### src/rtl/bsrw_pkg.sv
// ---------------------------------------------------------------------------
// bsrw_pkg
// Types, constants and helper functions shared by the bit stream reader and
// writer: action and status codes, beat layouts, controller commands.
// ---------------------------------------------------------------------------
package bsrw_pkg;

	localparam int MAX_BITS  = 32;
	localparam int DATA_W    = 32;
	localparam int CNT_W     = 6;
	localparam int SB_W      = 13;
	localparam int MODE_W    = 2;
	localparam int BADDR_W   = 12;
	localparam int BYTE_W    = 8;
	localparam int POS_OUT_W = 16;
	localparam int STAT_W    = 2;
	localparam int ACT_W     = 3;

	// up to 32 bits at any bit offset span at most five bytes
	localparam int WIN_BYTES = 5;
	localparam int WIN_W     = WIN_BYTES * BYTE_W;
	localparam int IDX_W     = 3;

	// input beat layout
	localparam int S_TDATA_W   = 64;
	localparam int IN_CNT_LSB  = 0;
	localparam int IN_DATA_LSB = IN_CNT_LSB + CNT_W;
	localparam int IN_ADDR_LSB = IN_DATA_LSB + DATA_W;
	localparam int IN_BVAL_LSB = IN_ADDR_LSB + BADDR_W;
	localparam int IN_USED_W   = IN_BVAL_LSB + BYTE_W;

	// output beat layout
	localparam int M_TDATA_W = DATA_W + CNT_W + STAT_W + BYTE_W + POS_OUT_W;

	// configuration register indexes
	localparam int REG_IDX_W = 1;
	localparam logic [REG_IDX_W-1:0] CFG_STREAM_BYTES = 1'b0;
	localparam logic [REG_IDX_W-1:0] CFG_ACCESS_MODE  = 1'b1;

	localparam logic [SB_W-1:0]   STREAM_BYTES_RST = '0;
	localparam logic [MODE_W-1:0] MODE_RD_ONLY     = 2'd0;
	localparam logic [MODE_W-1:0] MODE_WR_ONLY     = 2'd1;
	localparam logic [MODE_W-1:0] MODE_BOTH        = 2'd2;

	typedef enum logic [ACT_W-1:0] {
		ACT_RD_LSB  = 3'd0,
		ACT_RD_MSB  = 3'd1,
		ACT_WR_LSB  = 3'd2,
		ACT_WR_MSB  = 3'd3,
		ACT_FLUSH   = 3'd4,
		ACT_RESTART = 3'd5,
		ACT_LOAD    = 3'd6,
		ACT_FETCH   = 3'd7
	} action_t;

	typedef enum logic [STAT_W-1:0] {
		STAT_OK        = 2'd0,
		STAT_FORBIDDEN = 2'd1,
		STAT_FLUSH_END = 2'd2
	} status_t;

	typedef enum logic [2:0] {
		S_IDLE,
		S_PLAN,
		S_RD,
		S_XFER,
		S_WR,
		S_LOAD,
		S_FETCH,
		S_FIN
	} state_t;

	typedef struct packed {
		logic             latch;
		logic             plan;
		logic             rd_en;
		logic             cap_en;
		logic             xfer;
		logic             wr_en;
		logic             load;
		logic             fetch;
		logic             finish;
		logic [IDX_W-1:0] idx;
		logic [IDX_W-1:0] cap_idx;
	} cmd_t;

	typedef struct packed {
		action_t          action;
		logic [IDX_W-1:0] nbytes;
	} sts_t;

	function automatic logic [DATA_W-1:0] rev_bits(input logic [DATA_W-1:0] v);
		logic [DATA_W-1:0] r;
		for (int i = 0; i < DATA_W; i++) begin
			r[i] = v[DATA_W-1-i];
		end
		return r;
	endfunction

	function automatic logic [DATA_W-1:0] low_mask(input logic [CNT_W-1:0] n);
		logic [DATA_W:0] m;
		m = ((DATA_W+1)'(1) << n) - (DATA_W+1)'(1);
		return m[DATA_W-1:0];
	endfunction

endpackage

### src/rtl/bsrw_ctrl.sv
// ---------------------------------------------------------------------------
// bsrw_ctrl
// Controller: sequences the byte reads, the merge and the write-back of one
// item, the load and fetch accesses, and owns the handshakes of both channels.
// ---------------------------------------------------------------------------
module bsrw_ctrl (
	input  logic           clk,
	input  logic           arst_n,
	input  logic           s_tvalid,
	output logic           s_tready,
	output logic           m_tvalid,
	input  logic           m_tready,
	input  bsrw_pkg::sts_t sts,
	output bsrw_pkg::cmd_t cmd
);

	bsrw_pkg::state_t state_q, state_d;
	logic [bsrw_pkg::IDX_W-1:0] k_q, k_d;
	logic out_valid_q;
	logic is_wr;

	assign is_wr = (sts.action == bsrw_pkg::ACT_WR_LSB) || (sts.action == bsrw_pkg::ACT_WR_MSB);

	always_ff @(posedge clk or negedge arst_n) begin
		if (!arst_n) begin
			state_q     <= bsrw_pkg::S_IDLE;
			k_q         <= '0;
			out_valid_q <= 1'b0;
		end else begin
			state_q <= state_d;
			k_q     <= k_d;
			if (cmd.finish) begin
				out_valid_q <= 1'b1;
			end else if (m_tready) begin
				out_valid_q <= 1'b0;
			end
		end
	end

	always_comb begin
		state_d = state_q;
		k_d = k_q;
		cmd = '0;
		s_tready = 1'b0;
		case (state_q)
			bsrw_pkg::S_IDLE: begin
				s_tready = 1'b1;
				if (s_tvalid) begin
					cmd.latch = 1'b1;
					state_d = bsrw_pkg::S_PLAN;
				end
			end
			bsrw_pkg::S_PLAN: begin
				cmd.plan = 1'b1;
				k_d = '0;
				case (sts.action)
					bsrw_pkg::ACT_RD_LSB, bsrw_pkg::ACT_RD_MSB,
					bsrw_pkg::ACT_WR_LSB, bsrw_pkg::ACT_WR_MSB: begin
						state_d = (sts.nbytes == '0) ? bsrw_pkg::S_XFER : bsrw_pkg::S_RD;
					end
					bsrw_pkg::ACT_LOAD:  state_d = bsrw_pkg::S_LOAD;
					bsrw_pkg::ACT_FETCH: state_d = bsrw_pkg::S_FETCH;
					default:             state_d = bsrw_pkg::S_FIN;
				endcase
			end
			bsrw_pkg::S_RD: begin
				// issue byte k, capture byte k-1 from the registered read
				cmd.idx = k_q;
				cmd.cap_idx = k_q - bsrw_pkg::IDX_W'(1);
				cmd.rd_en = (k_q < sts.nbytes);
				cmd.cap_en = (k_q != '0);
				if (k_q == sts.nbytes) begin
					k_d = '0;
					state_d = bsrw_pkg::S_XFER;
				end else begin
					k_d = k_q + bsrw_pkg::IDX_W'(1);
				end
			end
			bsrw_pkg::S_XFER: begin
				cmd.xfer = 1'b1;
				k_d = '0;
				state_d = (is_wr && (sts.nbytes != '0)) ? bsrw_pkg::S_WR : bsrw_pkg::S_FIN;
			end
			bsrw_pkg::S_WR: begin
				cmd.wr_en = 1'b1;
				cmd.idx = k_q;
				if (k_q == sts.nbytes - bsrw_pkg::IDX_W'(1)) begin
					k_d = '0;
					state_d = bsrw_pkg::S_FIN;
				end else begin
					k_d = k_q + bsrw_pkg::IDX_W'(1);
				end
			end
			bsrw_pkg::S_LOAD: begin
				cmd.load = 1'b1;
				state_d = bsrw_pkg::S_FIN;
			end
			bsrw_pkg::S_FETCH: begin
				cmd.fetch = 1'b1;
				state_d = bsrw_pkg::S_FIN;
			end
			bsrw_pkg::S_FIN: begin
				if (!out_valid_q || m_tready) begin
					cmd.finish = 1'b1;
					state_d = bsrw_pkg::S_IDLE;
				end
			end
			default: begin
				state_d = bsrw_pkg::S_IDLE;
			end
		endcase
	end

	assign m_tvalid = out_valid_q;

	a_finish_slot_free: assert property (@(posedge clk) disable iff (!arst_n)
		cmd.finish |-> (!out_valid_q || m_tready))
		else $error("result written over a beat not yet taken");

	a_accept_plans: assert property (@(posedge clk) disable iff (!arst_n)
		(s_tvalid && s_tready) |=> (state_q == bsrw_pkg::S_PLAN))
		else $error("accepted item not planned");

	a_rd_count: assert property (@(posedge clk) disable iff (!arst_n)
		(state_q == bsrw_pkg::S_RD) |->
		(k_q <= sts.nbytes) && (sts.nbytes <= bsrw_pkg::IDX_W'(bsrw_pkg::WIN_BYTES)))
		else $error("byte read counter out of range");

	a_wr_nonempty: assert property (@(posedge clk) disable iff (!arst_n)
		(state_q == bsrw_pkg::S_WR) |-> (sts.nbytes != '0) && (k_q < sts.nbytes))
		else $error("write-back with no byte to write");

	a_one_finish: assert property (@(posedge clk) disable iff (!arst_n)
		cmd.finish |=> !cmd.finish)
		else $error("two results for one item");

endmodule

### config.mk
export PLATFORM = sky130hd
export DESIGN_NAME = bsrw_ctrl
export DESIGN_NICKNAME = d
export VERILOG_FILES = /design/src/rtl/bsrw_pkg.sv /design/src/rtl/bsrw_ctrl.sv
export SDC_FILE = /design/constraint.sdc
export NUM_CORES = 1
export LEC_CHECK = 0
export BUFFER_PORTS_ARGS = -buffer_cell sky130_fd_sc_hd__buf_2
export CAP_MARGIN = 25
export CORE_MARGIN = 10
export CORE_UTILIZATION = 41
export CTS_BUF_LIST = sky130_fd_sc_hd__clkbuf_16
export DETAILED_ROUTE_END_ITERATION = 6
export GPL_ROUTABILITY_DRIVEN = 1
export GPL_TIMING_DRIVEN = 0
export HOLD_SLACK_MARGIN = 0.06
export PLACE_DENSITY_LB_ADDON = 0.05
export SYNTH_ARGS = -nofsm -noshare
export SYNTH_HDL_FRONTEND = slang
export SYNTH_SLANG_ARGS = --single-unit
### constraint.sdc
create_clock -name clk -period 1.8 [get_ports clk]
set_clock_uncertainty 0.05 [all_clocks]
set_input_delay 0.18 -clock clk [delete_from_list [all_inputs] [get_ports clk]]
set_output_delay 0.18 -clock clk [all_outputs]
set_load 0.01 [all_outputs]
==> impl_metrics.env, run 1 <==
export IMPL_status="finished, final reports clean"
export IMPL_netlist_area_sq_um=721
export IMPL_die_h_um=61.9
export IMPL_slew_violations=0
export IMPL_final_cell_mix="buf_2 (26), nor2_1 (14), inv_1 (9), nand2_1 (7), ha_1 (7)"
export IMPL_crit_type="reg -> out"
export IMPL_grtUsageTotal_pct=10.2
export IMPL_holdWs_ps=202
export IMPL_vdd_drop_max_mv=0.843
export IMPL_clk_path_buf_depth=2
export IMPL_hold_viol_final=0
export IMPL_leakage_nw=0.561
export IMPL_cp_end_kind="output pin"
export IMPL_syn_num_nets=111
export IMPL_drt_vias_per_instance=5.21
export IMPL_synth_top_area_share_pct=24.3
export IMPL_drt_iter0_markers=15
export IMPL_htreeDepth=1
export IMPL_top_layer="met4"
export IMPL_fillerInstances=147
export IMPL_layout_commonest_cell="buf_2"
export IMPL_drt_pass1_iterations=4
export IMPL_antenna_found_initial=0
export IMPL_synth_top_family_by_area="simple AND/OR/NAND/NOR gates"
export IMPL_portBuffers=26
export IMPL_multi_input_area_sq_um=526
export IMPL_die_w_um=61.9
export IMPL_max_cap_violations=0
export IMPL_dp_cells=136
export IMPL_synth_compound_area_share_pct=14.9
export IMPL_synth_xor_area_share_pct=6.77
export IMPL_gp_congestion=0.747
export IMPL_start_util_pct=42.7
export IMPL_cts_sinks=7
export IMPL_overflow=0
export IMPL_boundaryPins=27
export IMPL_wl_met3_um=171
export IMPL_final_period_utilization_pct=96.6
export IMPL_yosys_area_top_type="dfrtp_1"
export IMPL_synthSimpleGateAreaFrac_pct=33.0
export IMPL_first_global_vias=671
export IMPL_r2r_slack_ps=80
export IMPL_yosysUniqueCellTypes=34
export IMPL_ys_seq_area_share_pct=24.3
export IMPL_cts_root_buffer="clkbuf_16"
export IMPL_clk_latency_ps=230
export IMPL_cts_inserted_buffers=3
export IMPL_worst_pin_slew_ps=485
export IMPL_worstPathArrival_ps=1510
export IMPL_crit_fanout=10
export IMPL_drive_above_1_share_pct=36.7
export IMPL_grt_pass1_wl_mm=2.90
export IMPL_ys_warn_count=0
export IMPL_wl_per_cell_um=13.6
export IMPL_rows=15
export IMPL_routed_wl_mm=1.97
export IMPL_nets=147
export IMPL_cp_start_kind="flip-flop"
export IMPL_synth_seq_cells=7
export IMPL_diodes=0
export IMPL_fin_util_pct=62.5
export IMPL_rsz0062_at_grt="false"
export IMPL_avgSynthCellArea_sq_um=7.75
export IMPL_finalSetupViolations=0
export IMPL_synth_adder_area_share_pct=13.9
export IMPL_grt_max_degree=11
export IMPL_seq_area_sq_um=179
export IMPL_syn_to_final_growth_pct=46.5
export IMPL_path_clk_slew_ps=40
export IMPL_p_total_mw=1.88
export IMPL_dr_total_vias=756
export IMPL_ys_top_cells_by_area="dfrtp_1 (24%), ha_1 (14%), nor2_1 (7.3%)"
export IMPL_dr_wl_met2_um=915
export IMPL_wl_met1_um=870
export IMPL_fmax_mhz=575
export IMPL_power_density_nw_per_um2=1780
export IMPL_tritoncts="yes"
export IMPL_min_path_type="in -> reg"
export IMPL_coreArea_sq_um=1690
export IMPL_synth_cells=93
export IMPL_antenna_left=0
export IMPL_post_route_min_period_ps=1740
export IMPL_slew_headroom_pct=67.5
export IMPL_drc=0
export IMPL_instances_no_fill=145
export IMPL_required_ps=1570
export IMPL_synthMuxAreaShare_pct=0
export IMPL_post_dp_hpwl_mm=1.52
export IMPL_die_area_sq_um=3830
worst paths after layout:
path / startpoint / end / cells after the start
min: m_tready / m_tvalid / 3
max reg2reg: k_q[0] / k_q[0] / 6
max: state_q[0] / cmd[11] / 4
min reg2reg: k_q[0] / k_q[0] / 2
min in group asynchronous: arst_n / k_q[2] / 2
max in group asynchronous: arst_n / state_q[0] / 2
repair_timing:
item,CTS,global route
setup endpoints to repair,8,5
hold buffers,1,0
pin swaps,0,2
hold endpoints to repair,7,0
gates resized for setup,10,9
buffers inserted,0,5
per-layer routing:
| metal | up-vias | global-route usage (%) |
|---|---|---|
| met5 | - | 0 |
| met3 | 3 | 4.27 |
| met2 | 26 | 16.3 |
| li1 | 386 | - |
| met1 | 341 | 11.7 |
| met4 | 0 | 4.46 |
area by class of cell:
cell class / instances / share of cell area (%)
Inverter: 9 / 3.20
Clock inverter: 1 / 0.355
Timing Repair Buffer: 32 / 16.8
Clock buffer: 3 / 7.11
Buffer: 3 / 3.79
Sequential cell: 7 / 16.9
Multi-Input combinational cell: 73 / 49.8
Tap cell: 17 / 2.01
stage by stage:
step                setup TNS (ps)  area (sq um)  setup slack [ps]
floorplan                        0           721              83.5
global placement             -39.9           872             -23.6
detailed placement            -187           872             -74.0
CTS                          -11.0           990             -11.0
global route                     0          1060             0.750
finish                           0          1060              61.7
Yosys cell counts:
| master | number |
|---|---|
| a21oi_1 | 3 |
| o31a_1 | 1 |
| a211oi_1 | 1 |
| o22ai_1 | 2 |
| clkbuf_1 | 2 |
| nor2b_1 | 2 |
| or3b_2 | 1 |
| o21a_1 | 2 |
| and2b_2 | 1 |
| and3_4 | 1 |
| nand2b_1 | 4 |
| xnor3_1 | 1 |
| o211ai_1 | 1 |
| buf_2 | 2 |
| nand4_1 | 1 |
| nand3_1 | 5 |
| dfrtp_1 | 7 |
| inv_1 | 9 |
| xor2_1 | 1 |
| o31ai_1 | 1 |
| a21boi_0 | 1 |
| nand2_1 | 7 |
| ha_1 | 8 |
| and2_1 | 1 |
| and3_1 | 1 |
| o21ai_0 | 2 |
| nor3b_1 | 2 |
| nor3_1 | 2 |
| nor2_1 | 14 |
| xnor2_1 | 2 |
| a31oi_1 | 1 |
| a221o_1 | 1 |
| and3b_1 | 2 |
| nor4_1 | 1 |
cells by family (layout without fill, tap and decap cells):
logic type      count (synthesis)  in the layout
simple gates                   45             45
compound gates                 16             16
buf+inv                        13             48
xor+xnor                        4              4
flops                           7              7
fa+ha+maj                       8              8
power breakdown:
| part | internal [mW] | switching (mW) |
|---|---|---|
| Sequential | 0.243 | 0.0938 |
| Combinational | 0.571 | 0.605 |
| Clock | 0.288 | 0.0782 |
| Total | 1.10 | 0.777 |
sequential cells by signal (all words and copies together) (netlist names):
| register | flops |
|---|---|
| k_q | 3 |
| state_q | 3 |
| m_tvalid | 1 |
worst max-delay path, stage by stage, from the launching register on:
cell      delay, ps
dfrtp_2         420
clkbuf_8        170
or3b_4          420
a21oi_1         130
buf_2           140
(Power assumes the default switching activity.)
==> inputs of run 2 (changes only) <==
Clock period 1.8 ns to 1.5 ns, I/O delays scaled along.
==> run 2 against run 1 <==
Compared with the run above:
- the run now ends with setup timing left
- sequential power is 11% higher
- non-clock buffer count grew 5
- setup slack worse by 270 ps
- cell count is 3.4% higher
- die area unchanged
- clock power rose by 20%
- first-iteration DRC count fell by 13%
- power is 43% higher
- wire length up 14%
- via count is 6.6% higher
- register-to-register slack got worse by 130 ps
- utilization increased by 8.9 points
- largest cell class unchanged
==> impl_metrics.env, run 2 (synthesized netlist as in run 1, its figures left out) <==
export IMPL_status="complete, but fails checks"
export IMPL_failed_checks="setup timing"
export IMPL_fin_ws_ps=-212
export IMPL_post_dp_hpwl_mm=1.50
export IMPL_top_layer="met4"
export IMPL_crit_fanout=5
export IMPL_tritoncts="yes"
export IMPL_die_h_um=61.9
export IMPL_final_cell_area_sq_um=1210
export IMPL_routed_wl_mm=2.25
export IMPL_worst_pin_slew_ps=322
export IMPL_final_cell_mix="buf_2 (26), nor2_1 (13), buf_4 (9), inv_1 (7), nand2_1 (6)"
export IMPL_max_cap_violations=0
export IMPL_cp_start_kind="flip-flop"
export IMPL_postPlaceCellArea_sq_um=895
export IMPL_r2r_start="k_q[2]"
export IMPL_gp_congestion=0.776
export IMPL_finalSetupViolations=14
export IMPL_r2r_slack_ps=-50
export IMPL_power_density_nw_per_um2=2220
export IMPL_cts_root_buffer="clkbuf_16"
export IMPL_setup_worst_path_end="cmd[12]"
export IMPL_r2r_cells=5
export IMPL_path_clk_slew_ps=40
export IMPL_coreArea_sq_um=1690
export IMPL_antenna_found_initial=0
export IMPL_holdWs_ps=175
export IMPL_post_route_min_period_ps=1710
export IMPL_portBuffers=26
export IMPL_worstHoldStart="m_tready"
export IMPL_nets=152
export IMPL_wl_met1_mm=1.01
export IMPL_grtUsageTotal_pct=10.9
export IMPL_drt_vias_per_instance=5.37
export IMPL_min_path_type="in -> reg"
export IMPL_wl_met3_um=141
export IMPL_dr_total_vias=806
export IMPL_antenna_left=0
export IMPL_htreeDepth=1
export IMPL_rsz0062_at_grt="true"
export IMPL_layout_commonest_cell="buf_2"
export IMPL_slew_headroom_pct=78.4
export IMPL_instances_no_fill=150
export IMPL_cts_inserted_buffers=3
export IMPL_wl_per_cell_um=15.0
export IMPL_cp_end_kind="output pin"
export IMPL_finalSetupTns_ps=-1340
export IMPL_dp_cells=136
export IMPL_clk_latency_ps=230
export IMPL_overflow=0
export IMPL_required_ps=1300
export IMPL_leakage_nw=0.602
export IMPL_dr_wl_met2_mm=1.08
export IMPL_drt_iter0_markers=13
export IMPL_grt_max_degree=11
export IMPL_hold_viol_final=0
export IMPL_slew_violations=0
export IMPL_critPathLaunch="state_q[0]"
export IMPL_die_w_um=61.9
export IMPL_crit_type="reg -> out"
export IMPL_die_area_sq_um=3830
export IMPL_final_period_utilization_pct=114
export IMPL_diodes=0
export IMPL_grt_pass1_wl_mm=3.21
export IMPL_drc=0
export IMPL_fin_util_pct=71.4
export IMPL_drive_above_1_share_pct=51.1
export IMPL_first_global_vias=755
export IMPL_reg2reg_to="state_q[0]"
export IMPL_rows=15
export IMPL_fmax_mhz=584
export IMPL_clk_path_buf_depth=2
export IMPL_boundaryPins=27
export IMPL_start_util_pct=42.7
export IMPL_cts_sinks=7
export IMPL_place_ws_ps=-194
export IMPL_p_total_mw=2.68
export IMPL_syn_to_final_growth_pct=67.4
export IMPL_vdd_drop_max_mv=1.39
export IMPL_worstPathArrival_ps=1510
export IMPL_drt_pass1_iterations=3
==> run 2: power by group <==
part	internal, mW	switching (mW)	leakage, nW	total [mW]
Clock	0.346	0.0937	0.0423	0.440
Combinational	0.905	0.961	0.478	1.87
Sequential	0.290	0.0853	0.0814	0.375
==> run 2: worst max-delay path: stages (launching register included) <==
cell and delay [ps]:
dfrtp_1 390, clkbuf_8 150, or3b_4 440, nor3_4 160, buf_2 140
==> run 2: what timing repair did <==
| action | CTS | global route |
|---|---|---|
| setup endpoints to repair | 19 | 17 |
| endpoints found under the hold margin | 7 | 0 |
| hold buffers | 1 | 0 |
| pin swaps | 9 | 9 |
| gates resized for setup | 15 | 16 |
| setup buffers | 8 | 2 |
==> run 2: worst min-delay path by stage <==
stage               cells after the start       end  slack (ps)
floorplan                               0    k_q[0]        -200
global placement                        1    k_q[0]         -70
detailed placement                      1    k_q[0]         -60
CTS                                     3  m_tvalid         180
global route                            3  m_tvalid         210
finish                                  3  m_tvalid         180
==> run 2: final cells by class <==
| type | count | area [sq um] |
|---|---|---|
| Buffer | 3 | 38.8 |
| Timing Repair Buffer | 37 | 219 |
| Fill cell | 135 | 483 |
| Multi-Input combinational cell | 73 | 637 |
| Clock inverter | 1 | 3.75 |
| Clock buffer | 3 | 75.1 |
| Tap cell | 17 | 21.3 |
| Sequential cell | 7 | 178 |
| Inverter | 9 | 33.8 |
==> run 2: routing by layer <==
layer | vias to the layer above | track usage [%]
li1 | 395 | -
met1 | 385 | 12.9
met2 | 24 | 18.3
met3 | 2 | 3.66
met4 | 0 | 2.87
met5 | - | 0
==> inputs of run 3 (changes only) <==
Settings changed: SKIP_CTS_REPAIR_TIMING set to 1.
==> run 3 against run 2 <==
Compared with the run above:
- critical path depth increased by 1
- the flow still finishes with violations (setup timing)
- fmax increased by 1.0%
- via count decreased by 0.37%
- power decreased by 2.0%
- hold slack improved by 2.8 ps
- die area unchanged
- global-route usage decreased by 1.4 points
- sequential power increased by 10%
- final area increased by 0.62%
- cell count increased by 4.7%
- utilization increased by 0.44 points
==> impl_metrics.env, run 3 (synthesized netlist as in run 1, its figures left out) <==
export IMPL_status="complete, but fails checks"
export IMPL_failed_checks="setup timing"
export IMPL_routed_wl_mm=2.11
export IMPL_crit_type="reg -> out"
export IMPL_power_density_nw_per_um2=2160
export IMPL_syn_to_final_growth_pct=68.4
export IMPL_layout_commonest_cell="buf_2"
export IMPL_antenna_left=0
export IMPL_cts_inserted_buffers=3
export IMPL_cp_end_kind="output pin"
export IMPL_slew_violations=0
export IMPL_drive_above_1_share_pct=49.3
export IMPL_clk_latency_ps=230
export IMPL_min_path_type="in -> reg"
export IMPL_drt_pass1_iterations=4
export IMPL_antenna_found_initial=0
export IMPL_fillerInstances=135
export IMPL_r2r_cells=6
export IMPL_grt_pass1_wl_mm=2.86
export IMPL_drt_vias_per_instance=5.11
export IMPL_max_cap_violations=0
export IMPL_clk_path_buf_depth=2
export IMPL_required_ps=1300
export IMPL_fmax_mhz=590
export IMPL_die_h_um=61.9
export IMPL_die_w_um=61.9
export IMPL_instances_no_fill=157
export IMPL_wl_per_cell_um=13.4
export IMPL_boundaryPins=27
export IMPL_overflow=0
export IMPL_dp_cells=136
export IMPL_slew_headroom_pct=69.7
export IMPL_final_cell_mix="buf_2 (26), buf_4 (15), nor2_1 (11), inv_1 (8), nand2_1 (7)"
export IMPL_dr_total_vias=803
export IMPL_cts_root_buffer="clkbuf_16"
export IMPL_final_period_utilization_pct=113
export IMPL_leakage_nw=0.627
export IMPL_worstPathArrival_ps=1490
export IMPL_vdd_drop_max_mv=1.39
export IMPL_hold_viol_final=0
export IMPL_nets=159
export IMPL_crit_fanout=3
export IMPL_post_dp_hpwl_mm=1.50
export IMPL_grtUsageTotal_pct=9.50
export IMPL_path_clk_slew_ps=40
export IMPL_fin_ws_ps=-195
export IMPL_coreArea_sq_um=1690
export IMPL_r2r_start="k_q[0]"
export IMPL_post_route_min_period_ps=1690
export IMPL_cp_start_kind="flip-flop"
export IMPL_portBuffers=26
export IMPL_place_ws_ps=-194
export IMPL_tritoncts="yes"
export IMPL_first_global_vias=679
export IMPL_finalSetupTns_ps=-1850
export IMPL_holdWs_ps=178
export IMPL_rows=15
export IMPL_rsz0062_at_grt="true"
export IMPL_r2r_slack_ps=-140
export IMPL_worst_pin_slew_ps=452
export IMPL_hold_path_depth=3
export IMPL_start_util_pct=42.7
export IMPL_drt_iter0_markers=25
export IMPL_finalSetupViolations=15
export IMPL_drc=0
export IMPL_diodes=0
export IMPL_grt_max_degree=11
export IMPL_gp_congestion=0.776
export IMPL_worstHoldStart="m_tready"
export IMPL_die_area_sq_um=3830
export IMPL_cts_sinks=7
export IMPL_critPathLaunch="k_q[1]"
export IMPL_htreeDepth=1
## run 3: cell types whose count changed in the layout (fill, tap and decap cells not counted), sizes merged
cell    before  now
buf         37   46
clkbuf       5    3
## run 3: worst max-delay path: stages, from the launching register on
cell and delay (ps):
dfrtp_1 430, ha_4 240, nor2b_1 120, o21a_1 190, nor3_4 140, buf_2 140
## run 3: report_power, final
part           internal, mW  switching (mW)  total, mW  leakage (nW)
combinational         0.930           0.847       1.78         0.504
sequential            0.292           0.120      0.413        0.0805
clock                 0.346          0.0908      0.437        0.0423
## run 3: cell type report
| type | count | area [sq um] | area share, % |
|---|---|---|---|
| Clock buffer | 3 | 75.1 | 6.19 |
| Clock inverter | 1 | 3.75 | 0.309 |
| Tap cell | 17 | 21.3 | 1.75 |
| Multi-Input combinational cell | 73 | 583 | 48.0 |
| Buffer | 3 | 33.8 | 2.78 |
| Timing Repair Buffer | 44 | 284 | 23.4 |
| Inverter | 9 | 33.8 | 2.78 |
| Sequential cell | 7 | 179 | 14.7 |
## run 3: metal layers
metal / up-vias / GRT usage, % / routed length [um] / part of all wire [%]
li1: 413 / - / - / -
met1: 370 / 11.9 / 964 / 46
met2: 20 / 14.6 / 1000 / 48
met3: 0 / 3.86 / 141 / 6.7
met4: 0 / 2.55 / 0 / 0
met5: - / 0 / 0 / 0
## run 3: worst paths after layout
| path | to |
|---|---|
| worst min register to register | k_q[0] |
| min in group asynchronous | state_q[1] |
| worst min-delay path | m_tvalid |
| max in group asynchronous | state_q[0] |
| worst max-delay path | cmd[12] |
| worst max register to register | k_q[1] |
## run 3: stage by stage
stage / power, mW / utilization [%] / instance area [sq um]
global route: 2.84 / 71.9 / 1210
floorplan: 1.30 / - / 743
CTS: 2.09 / 57.6 / 973
detailed placement: 1.65 / 53.0 / 895
finish: 2.63 / 71.9 / 1210
global placement: 1.63 / 53.0 / 895
